File: config.mk
export PLATFORM = sky130hd
export DESIGN_NAME = kvt_cell
export DESIGN_NICKNAME = d
export VERILOG_FILES = /design/src/hw/rtl/kvt_pkg.sv /design/src/hw/rtl/kvt_cell.sv
export SDC_FILE = /design/constraint.sdc
export NUM_CORES = 1
export LEC_CHECK = 0
export ABC_AREA = 1
export BUFFER_PORTS_ARGS = -buffer_cell sky130_fd_sc_hd__clkbuf_2
export CORE_ASPECT_RATIO = 1.5
export CORE_UTILIZATION = 35
export DETAILED_ROUTE_END_ITERATION = 12
export SETUP_SLACK_MARGIN = 0.15
export SYNTH_ARGS = -nofsm -noshare
export SYNTH_HDL_FRONTEND = slang
export SYNTH_SLANG_ARGS = --single-unit
File: constraint.sdc
create_clock -name clk -period 4.97 [get_ports clk]
set_input_delay 0.2485 -clock clk [delete_from_list [all_inputs] [get_ports clk]]
set_output_delay 0.2485 -clock clk [all_outputs]
set_load 0.01 [all_outputs]
File: src/hw/rtl/kvt_pkg.sv
// kvt_pkg: shared types, codes and constants of the key/value table
// depends on nothing; used by kvt_cell and key_value_table_top
package kvt_pkg;

	// default number of table slots
	localparam int KVT_CAPACITY = 16;

	// operation codes
	localparam logic [1:0] KIND_INSERT = 2'd0;
	localparam logic [1:0] KIND_LOOKUP = 2'd1;
	localparam logic [1:0] KIND_ERASE  = 2'd2;
	localparam logic [1:0] KIND_UNUSED = 2'd3;

	// result status codes
	localparam logic [1:0] ST_DONE = 2'd0;
	localparam logic [1:0] ST_MISS = 2'd1;
	localparam logic [1:0] ST_FULL = 2'd2;

	// value reported on a lookup miss
	localparam logic signed [31:0] INT_MIN = 32'sh8000_0000;

	// request item
	typedef struct packed {
		logic [1:0]         kind;
		logic signed [31:0] req_key;
		logic signed [31:0] req_value;
	} kvt_in_t;

	// result item
	typedef struct packed {
		logic signed [31:0] found_value;
		logic               hit;
		logic [1:0]         status;
		logic [4:0]         entry_count;
	} kvt_out_t;

	// request held for the whole scan, seen by every cell
	typedef struct packed {
		logic [1:0]         kind;
		logic signed [31:0] req_key;
		logic signed [31:0] req_value;
		logic               fill;
	} kvt_req_t;

	// token handed from cell to cell
	typedef struct packed {
		logic               act;
		logic               hit;
		logic               taken;
		logic signed [31:0] found;
	} kvt_carry_t;

endpackage

File: src/hw/rtl/kvt_cell.sv
// kvt_cell: one table slot (key, value, valid) and one stage of the token chain
// depends on kvt_pkg
module kvt_cell (
	input  logic              clk,
	input  logic              arst_n,
	input  kvt_pkg::kvt_req_t   req,
	input  kvt_pkg::kvt_carry_t carry_in,
	output kvt_pkg::kvt_carry_t carry_out
);
	import kvt_pkg::*;

	logic               valid_q;
	logic signed [31:0] key_q;
	logic signed [31:0] val_q;
	logic               act_q;
	logic               hit_q;
	logic               taken_q;
	logic signed [31:0] found_q;
	logic               match;
	logic               place;

	// search pass: this slot holds the key; fill pass: first free slot takes it
	assign match = carry_in.act && !req.fill && !carry_in.hit && valid_q &&
		(key_q == req.req_key);
	assign place = carry_in.act && req.fill && !carry_in.taken && !valid_q;

	// slot occupancy
	always_ff @(posedge clk or negedge arst_n) begin
		if (!arst_n) begin
			valid_q <= 1'b0;
		end else if (place) begin
			valid_q <= 1'b1;
		end else if (match && req.kind == KIND_ERASE) begin
			valid_q <= 1'b0;
		end
	end

	// slot contents
	always_ff @(posedge clk) begin
		if (place) begin
			key_q <= req.req_key;
			val_q <= req.req_value;
		end else if (match && req.kind == KIND_INSERT) begin
			val_q <= req.req_value;
		end
	end

	// token moves one cell per cycle
	always_ff @(posedge clk or negedge arst_n) begin
		if (!arst_n) begin
			act_q <= 1'b0;
		end else begin
			act_q <= carry_in.act;
		end
	end

	// token payload
	always_ff @(posedge clk) begin
		hit_q   <= carry_in.hit | match;
		taken_q <= carry_in.taken | place;
		found_q <= match ? val_q : carry_in.found;
	end

	assign carry_out = '{act: act_q, hit: hit_q, taken: taken_q, found: found_q};

endmodule
==> results of run 1 <==
[repair_timing]
item / 4_1_cts / 5_1_grt
endpoints found under the setup margin: 0 / 0
hold endpoints to repair: 2 / 0
hold buffers: 1 / 0
buffers inserted: 0 / 0
[final timing paths]
| check | start | to | cells after the start |
|---|---|---|---|
| setup reg to reg | key_q[24] | val_q[4] | 7 |
| setup / recovery | key_q[24] | val_q[4] | 7 |
| max in group asynchronous | arst_n | valid_q | 2 |
| min in group asynchronous | arst_n | act_q | 2 |
| hold reg to reg | val_q[4] | found_q[4] | 2 |
| hold / removal | carry_in[34] | act_q | 1 |
[area by class of cell]
class | count | area [um^2]
Clock buffer | 9 | 225
Clock inverter | 7 | 63.8
Fill cell | 1125 | 6340
Inverter | 43 | 161
Multi-Input combinational cell | 246 | 1250
Sequential cell | 100 | 2650
Tap cell | 150 | 188
Timing Repair Buffer | 140 | 708
[metrics by stage]
step                      std cells  worst slack (ns)  utilization  power, mW
final                           695              2.54        0.453       1.74
after global routing            695              2.29        0.453       1.81
after CTS                       695              2.47        0.453       1.76
after detailed placement        678              2.46        0.427       1.08
after global placement          678              2.51        0.427       1.08
after floorplan                 404              2.01            -       1.01
[state kept, by name (all words and copies together) (netlist names)]
signal,count
act_q,1
found_q,32
hit_q,1
key_q,32
taken_q,1
val_q,32
valid_q,1
[report_power, final]
group	switching (mW)	internal [mW]
Sequential	0.00912	0.913
Clock	0.325	0.353
Combinational	0.0757	0.0635
[Yosys cell counts (2+ instances only)]
master,number,area share
or2_1,4,0.0060
nand4_1,33,0.049
nor2_1,22,0.020
nor2_2,6,0.0089
or2_2,2,0.0030
nor2_8,2,0.0095
clkbuf_4,3,0.0054
buf_4,3,0.0054
nand2_1,142,0.13
buf_6,9,0.024
dfrtp_1,2,0.012
nor2_4,2,0.0054
edfxtp_1,64,0.46
inv_1,40,0.036
xnor2_1,6,0.013
dfxtp_1,34,0.16
nand2_2,3,0.0045
nand3_1,10,0.012
xor2_1,4,0.0083
inv_2,3,0.0027
[cells by family (layout without fill, tap and decap cells)]
logic type      Yosys count  in the layout
simple gates            234            234
flops                   100            100
buf+inv                  58            199
xor+xnor                 11             11
compound gates            1              1
[per-layer routing]
metal,part of all wire,routed length [um]
met1,0.39,3420
met2,0.52,4510
met3,0.068,592
met4,0.020,178
met5,0,0
==> flow_summary.yaml, run 1 <==
status:
  status: "finished clean"
synth:
  synth-edff-count: 64
  syn_avg_cell_area_um2: 10.4
  synthCells: 404
  ys_warn_count: 0
  yosys.area_share.simple: 0.269
  synth-compound-area-share: 0.00119
  synth_fa_ha_area_frac: 0
  synth_nets: 508
  ys_seq_area_frac: 0.632
  async_flop_share: 0.0200
  synth_cell_types: 30
  synth.ff_latch_count: 100
  synthFlopType: "edfxtp_1"
  synthXorXnorAreaFrac: 0.0247
  synthMuxAreaShare: 0
  synth_top_family_by_area: "simple AND/OR/NAND/NOR gates"
  synth_area_mm2: 0.00420
global_routing:
  grt_pass1_wl_mm: 13.8
  grtUsageMet2: 0.269
  busiest_layer: "met2"
  grt_use_total: 0.145
  grt_antenna_before_repair: 1
  grt_overflow: 0
  grt_use_met3: 0.0408
  grt_pass1_vias: 3048
  use_met1: 0.155
  grt_start_max_net_pins: 34
floorplan:
  io_pins: 139
  start_util: 0.362
  fp.dieW_um: 91.4
  fp-row-count: 48
  fp.dieH_um: 136
  core_mm2: 0.0116
  die-area_mm2: 0.0125
worst_setup_path:
  start_kind: "register"
  r2r_setup_slack_ns: 2.54
  worstSetupPathType: "register to register"
  path_cells: "xnor2_1 > nand3_1 > nor2_1 > nand2_1 > nor2_1 > nand2_1 > o21ai_4"
  path_max_fanout: 32
  worst_path_max_delay_cell: "o21ai_4"
  end_kind: "register"
  critPathBufInv: 0
  cp.arrival_ns: 2.39
  critical-path-max-stage-delay_ns: 0.77
  crit_family: "compound AO/OA/AOI/OAI gates"
  crit_required_ns: 4.93
placement:
  gp_congestion: 0.810
  placed_area_mm2: 0.00495
  portBuffers: 138
  dp_hpwl_mm: 6.72
timing:
  setup_violations: 0
  fin_worst_skew_ns: 0.00896
  fin_setup_tns_ns: 0
  period_share: 0.489
  relSlewSlack: 0.344
  rsz0062_at_grt: "false"
  hold_violations: 0
  tightestPinTransition_ns: 0.980
  fin_crit_ns: 2.43
  fmax_mhz: 412
  hold_ws_ns: 0.0452
  slew_viol_final: 0
route:
  drtIter0Drc: 52
  firstDrtPassIters: 6
  routed_via_density: 4.40
  wirelength_mm: 8.70
  antenna_left: 0
  vias: 3059
  drc: 0
  avgRoutedWirePerCell_um: 12.5
clock_tree:
  cts_sinks: 100
  numCtsBuffers: 9
  tritoncts: "yes"
  cts_root_buffer: "clkbuf_16"
  insertion_delay_ns: 0.34
  clk_pin_slew_ns: 0.07
  max-clock-path-buffers: 2
  htreeDepth: 3
  cts_resized: 0
power:
  pwr_density_cell_mw_per_mm2: 331
  power_leakage_nw: 2.55
  vdd_drop_max_v: 0.000202
finish:
  finalNetCount: 644
  final_area_mm2: 0.00525
  drive_above_1_share: 0.330
  area.growth.synth_to_final_pct: 25.0
  layout_common_cells: "142 x nand2_1, 138 x clkbuf_2, 64 x edfxtp_1, 40 x inv_1, 34 x dfxtp_1"
  mostFrequentLayoutCell: "nand2_1"
  antenna_cells: 0
flow_run:
  drv_cap: 0
hold_path:
  hold_path.class: "input pin to register"
Power figures use the tool's default switching activity.
==> run 2, diff against run 1 <==
clock period = 2.1 ns   (was 4.97 ns; I/O delays follow)
==> run 2 against run 1 <==
Highest routed layer unchanged. Via count grew 17%. Register-to-register slack got worse by 2.4 ns. Design area increased by 26%. Sequential power grew 140%.
==> flow_summary.yaml, run 2 (same netlist as run 1, synthesis figures left out) <==
worst_setup_path:
  r2r-start: "key_q[19]"
  crit_start: "req[39]"
  crit_required_ns: 2.16
  r2r_setup_slack_ns: 0.16
  end_kind: "register"
  path_max_fanout: 8
  start_kind: "input pin"
  cp.arrival_ns: 2.03
  worstSetupPathType: "input pin to register"
timing:
  relSlewSlack: 0.818
  slew_viol_final: 0
  fin_ws_ns: 0.128
  fin_worst_skew_ns: 0.0108
  fin_crit_ns: 1.97
  rsz0062_at_grt: "true"
  fmax_mhz: 507
  fin_setup_tns_ns: 0
  hold_ws_ns: 0.0882
  setup_violations: 0
  period_share: 0.939
  hold_violations: 0
  tightestPinTransition_ns: 0.274
global_routing:
  grt_antenna_before_repair: 0
  grt_overflow: 0
  grt_start_max_net_pins: 33
  grt_pass1_vias: 3529
  grt_pass1_wl_mm: 15.9
  grt_use_total: 0.166
route:
  firstDrtPassIters: 4
  antenna_left: 0
  drtIter0Drc: 63
  avgRoutedWirePerCell_um: 12.8
  drc: 0
  vias: 3568
  routed_via_density: 4.37
  wirelength_mm: 10.4
clock_tree:
  htreeDepth: 3
  insertion_delay_ns: 0.34
  cts_sinks: 100
  tritoncts: "yes"
  max-clock-path-buffers: 2
  cts_root_buffer: "clkbuf_16"
  numCtsBuffers: 9
  clk_pin_slew_ns: 0.07
hold_path:
  hold_path.class: "input pin to async pin"
finish:
  drive_above_1_share: 0.324
  antenna_cells: 0
  layout_common_cells: "136 x nand2_1, 133 x clkbuf_2, 98 x dlygate4sd3_1, 64 x edfxtp_1, 39 x inv_1"
  mostFrequentLayoutCell: "nand2_1"
  top_regs: "found_q (32), key_q (32), val_q (32)"
  area.growth.synth_to_final_pct: 57.1
  finalNetCount: 765
power:
  power.total_mw: 4.34
  pwr_density_cell_mw_per_mm2: 658
  power_leakage_nw: 3.14
  vdd_drop_max_v: 0.000374
floorplan:
  io_pins: 139
  core_mm2: 0.0116
  fp.dieH_um: 136
  die-area_mm2: 0.0125
  fp-row-count: 48
  fp.dieW_um: 91.4
  start_util: 0.362
status:
  status: "finished clean"
placement:
  pre_cts_slack_ns: 0.0628
  portBuffers: 138
  dp_hpwl_mm: 6.79
  gp_congestion: 0.810
flow_run:
  drv_cap: 0
==> run 2: changes by cell type in the layout (fill, tap and decap cells not counted), moves of 3 or more <==
cell           before  now
buf_6               0    5
nand2_1           142  136
nand2_2             3    9
clkbuf_16           9   12
buf_2               0    3
dlygate4sd3_1       1   98
clkbuf_2          138  133
inv_8               3    0
buf_4               1   13
==> run 2: per-stage QoR <==
step                      cells   util  cell area (um^2)
after floorplan             404      -              4220
after global placement      683  0.432              5010
after detailed placement    683  0.432              5010
after CTS                   805  0.552              6400
after global routing        816  0.569              6600
final                       816  0.569              6600
==> run 2: path summary, 6_finish.rpt <==
check	end	cells after the start
setup / recovery	val_q[10]	9
hold / removal	valid_q	2
setup reg to reg	val_q[10]	11
hold reg to reg	found_q[4]	2
max in group asynchronous	act_q	2
min in group clk	valid_q	5
==> run 2: final cells by class <==
type	instances	area, um^2
tap	150	188
clock buffer	10	250
multi-input combinational	248	1340
clock inverter	6	50.0
inverter	43	161
timing repair buffer	259	1960
fill	967	4990
sequential	100	2650
==> run 2: critical path: stages <==
cell and delay, ns:
dlygate4sd3_1 0.54, clkbuf_2 0.14, xnor2_2 0.25, nand3_1 0.13, nor3_2 0.24, nand2_2 0.12
o21ai_4 0.20, buf_6 0.15, clkbuf_16 0.15
==> run 2: where the power goes <==
part / internal, mW / switching [mW] / total, mW
Combinational: 0.300 / 0.224 / 0.524
Clock: 0.895 / 0.738 / 1.63
Sequential: 2.16 / 0.0220 / 2.18
==> run 2: metal layers <==
layer / GRT usage / share of wire
met1: 0.172 / 0.36
met2: 0.322 / 0.56
met3: 0.0285 / 0.048
met4: 0.0750 / 0.024
met5: 0 / 0
==> run 2: what timing repair did <==
| action | 4_1_cts | 5_1_grt |
|---|---|---|
| pin swaps | 3 | 13 |
| gates resized for setup | 5 | 23 |
| hold endpoints to repair | 101 | 0 |
| cloned | 1 | 4 |
| buffers inserted | 5 | 7 |
| endpoints found under the setup margin | 32 | 64 |
| hold buffers | 100 | 0 |
==> run 3, diff against run 2 <==
CELL_PAD_IN_SITES_DETAIL_PLACEMENT = 0   (was not set)
CELL_PAD_IN_SITES_GLOBAL_PLACEMENT = 2   (was not set)
CORE_UTILIZATION = 27   (was 35)
PLACE_DENSITY_LB_ADDON = 0.1   (was not set)
SKIP_LAST_GASP = 1   (was not set)
==> run 3 against run 2 <==
The run now ends with negative hold slack left. Wire length increased by 6.9%. Clock skew decreased by 0.0026 ns. Clock power increased by 6%. Design area decreased by 0.19%. Global-route usage decreased by 3.0 points. Total power increased by 1.7%. Register-to-register slack about the same. Via count decreased by 4.1%. Critical endpoint is now val_q[7]. Largest power group unchanged.
==> flow_summary.yaml, run 3 (same netlist as run 1, synthesis figures left out) <==
route:
  avgRoutedWirePerCell_um: 13.0
  antenna_left: 0
  routed_via_density: 3.99
  wirelength_mm: 11.1
  drtIter0Drc: 92
  drc: 0
  vias: 3420
  firstDrtPassIters: 4
timing:
  hold_violations: 1
  tightestPinTransition_ns: 0.453
  setup_violations: 0
  fin_crit_ns: 1.95
  fmax_mhz: 514
  relSlewSlack: 0.698
  fin_worst_skew_ns: 0.00816
  period_share: 0.927
  hold_ws_ns: -0.00469
  slew_viol_final: 0
  fin_setup_tns_ns: 0
  rsz0062_at_grt: "true"
global_routing:
  grt_overflow: 0
  grt_pass1_wl_mm: 16.8
  grt_use_met3: 0.0198
  use_met1: 0.145
  busiest_layer: "met2"
  grt_use_total: 0.137
  grt_start_max_net_pins: 34
  grt_pass1_vias: 3510
  grt_antenna_before_repair: 0
  grtUsageMet2: 0.266
floorplan:
  start_util: 0.277
  io_pins: 139
  fp.dieH_um: 155
  core_mm2: 0.0151
  die-area_mm2: 0.0161
  fp.dieW_um: 104
  fp-row-count: 55
finish:
  top_regs: "found_q (32), key_q (32), val_q (32)"
  area.growth.synth_to_final_pct: 56.8
  antenna_cells: 0
  drive_above_1_share: 0.318
  seqCellArea_mm2: 0.00265
  fillerInstances: 1516
  finalNetCount: 757
  instances_no_fill: 857
  multi_input_area_mm2: 0.00134
  layout_common_cells: "137 x nand2_1, 137 x clkbuf_2, 99 x dlygate4sd3_1, 64 x edfxtp_1, 40 x inv_1"
hold_path:
  hold_path.class: "input pin to register"
clock_tree:
  cts_sinks: 100
  clk_pin_slew_ns: 0.08
  max-clock-path-buffers: 2
  insertion_delay_ns: 0.34
  htreeDepth: 3
  cts_root_buffer: "clkbuf_16"
  numCtsBuffers: 9
  tritoncts: "yes"
power:
  power_leakage_nw: 3.09
  vdd_drop_max_v: 0.000346
  pwr_density_cell_mw_per_mm2: 670
worst_setup_path:
  start_kind: "register"
  path_max_fanout: 8
  worstSetupPathType: "register to register"
  cp.arrival_ns: 2.01
  end_kind: "register"
  crit_required_ns: 2.17
status:
  violations: "negative hold slack"
  status: "finished with violations"
placement:
  gp_congestion: 0.708
  dp.cells: 731
  portBuffers: 138
  dp_hpwl_mm: 7.73
flow_run:
  drv_cap: 0
==> run 3: worst paths after layout <==
check	slack, ns	depth (start not counted)	startpoint	to
hold reg to reg	0.49	2	val_q[27]	found_q[27]
setup reg to reg	0.15	11	key_q[4]	val_q[7]
hold / removal	-0.005	1	req[58]	key_q[25]
min in group asynchronous	0.08	2	arst_n	valid_q
setup / recovery	0.15	11	key_q[4]	val_q[7]
max in group asynchronous	1.93	2	arst_n	act_q
==> run 3: timing repair <==
action,in CTS,in global routing
endpoints found under the hold margin,100,0
pin swaps,2,11
cloned,1,4
hold buffers,99,0
resized for setup,6,15
setup endpoints to repair,32,64
setup buffers,2,4
==> run 3: per-stage QoR <==
step / hold slack, ns / util / instance area [um^2] / total power [mW] / setup slack (ns)
after CTS: 0.000746 / 0.425 / 6440 / 4.47 / 0.112
after global placement: -0.104 / 0.334 / 5060 / 2.57 / 0.141
after floorplan: -0.191 / - / 4220 / 2.39 / 0.0562
final: -0.00469 / 0.435 / 6590 / 4.41 / 0.154
after global routing: 0.00390 / 0.435 / 6590 / 4.61 / 0.00432
after detailed placement: -0.104 / 0.334 / 5060 / 2.57 / 0.108
==> run 3: power breakdown <==
part	internal (mW)	leakage (nW)	switching (mW)	total [mW]
Clock	0.914	0.155	0.808	1.72
Sequential	2.16	0.887	0.0223	2.18
Combinational	0.290	2.04	0.221	0.511
==> run 3: area by class of cell <==
| cell class | instances | share of cell area |
|---|---|---|
| clock buffer | 10 | 0.0380 |
| clock inverter | 6 | 0.00912 |
| inverter | 43 | 0.0245 |
| multi-input combinational | 248 | 0.204 |
| sequential | 100 | 0.403 |
| tap | 199 | 0.0378 |
| timing repair buffer | 251 | 0.284 |
==> run 3: worst max-delay path, cell delays in order (launching register included) <==
cell and delay [ns]:
edfxtp_1 0.41, nand2_2 0.10, nand2_1 0.06, nor2_2 0.13
nand2_1 0.08, nor2_2 0.11, nand2_2 0.08, nor2_4 0.12
nand2_2 0.08, o21ai_4 0.18, buf_6 0.15, clkbuf_16 0.15
==> run 3: layer usage <==
layer / vias up / part of all wire
met2: 85 / 0.56
met1: 1495 / 0.39
met4: 0 / 0.021
met3: 13 / 0.033
li1: 1827 / -
met5: - / 0
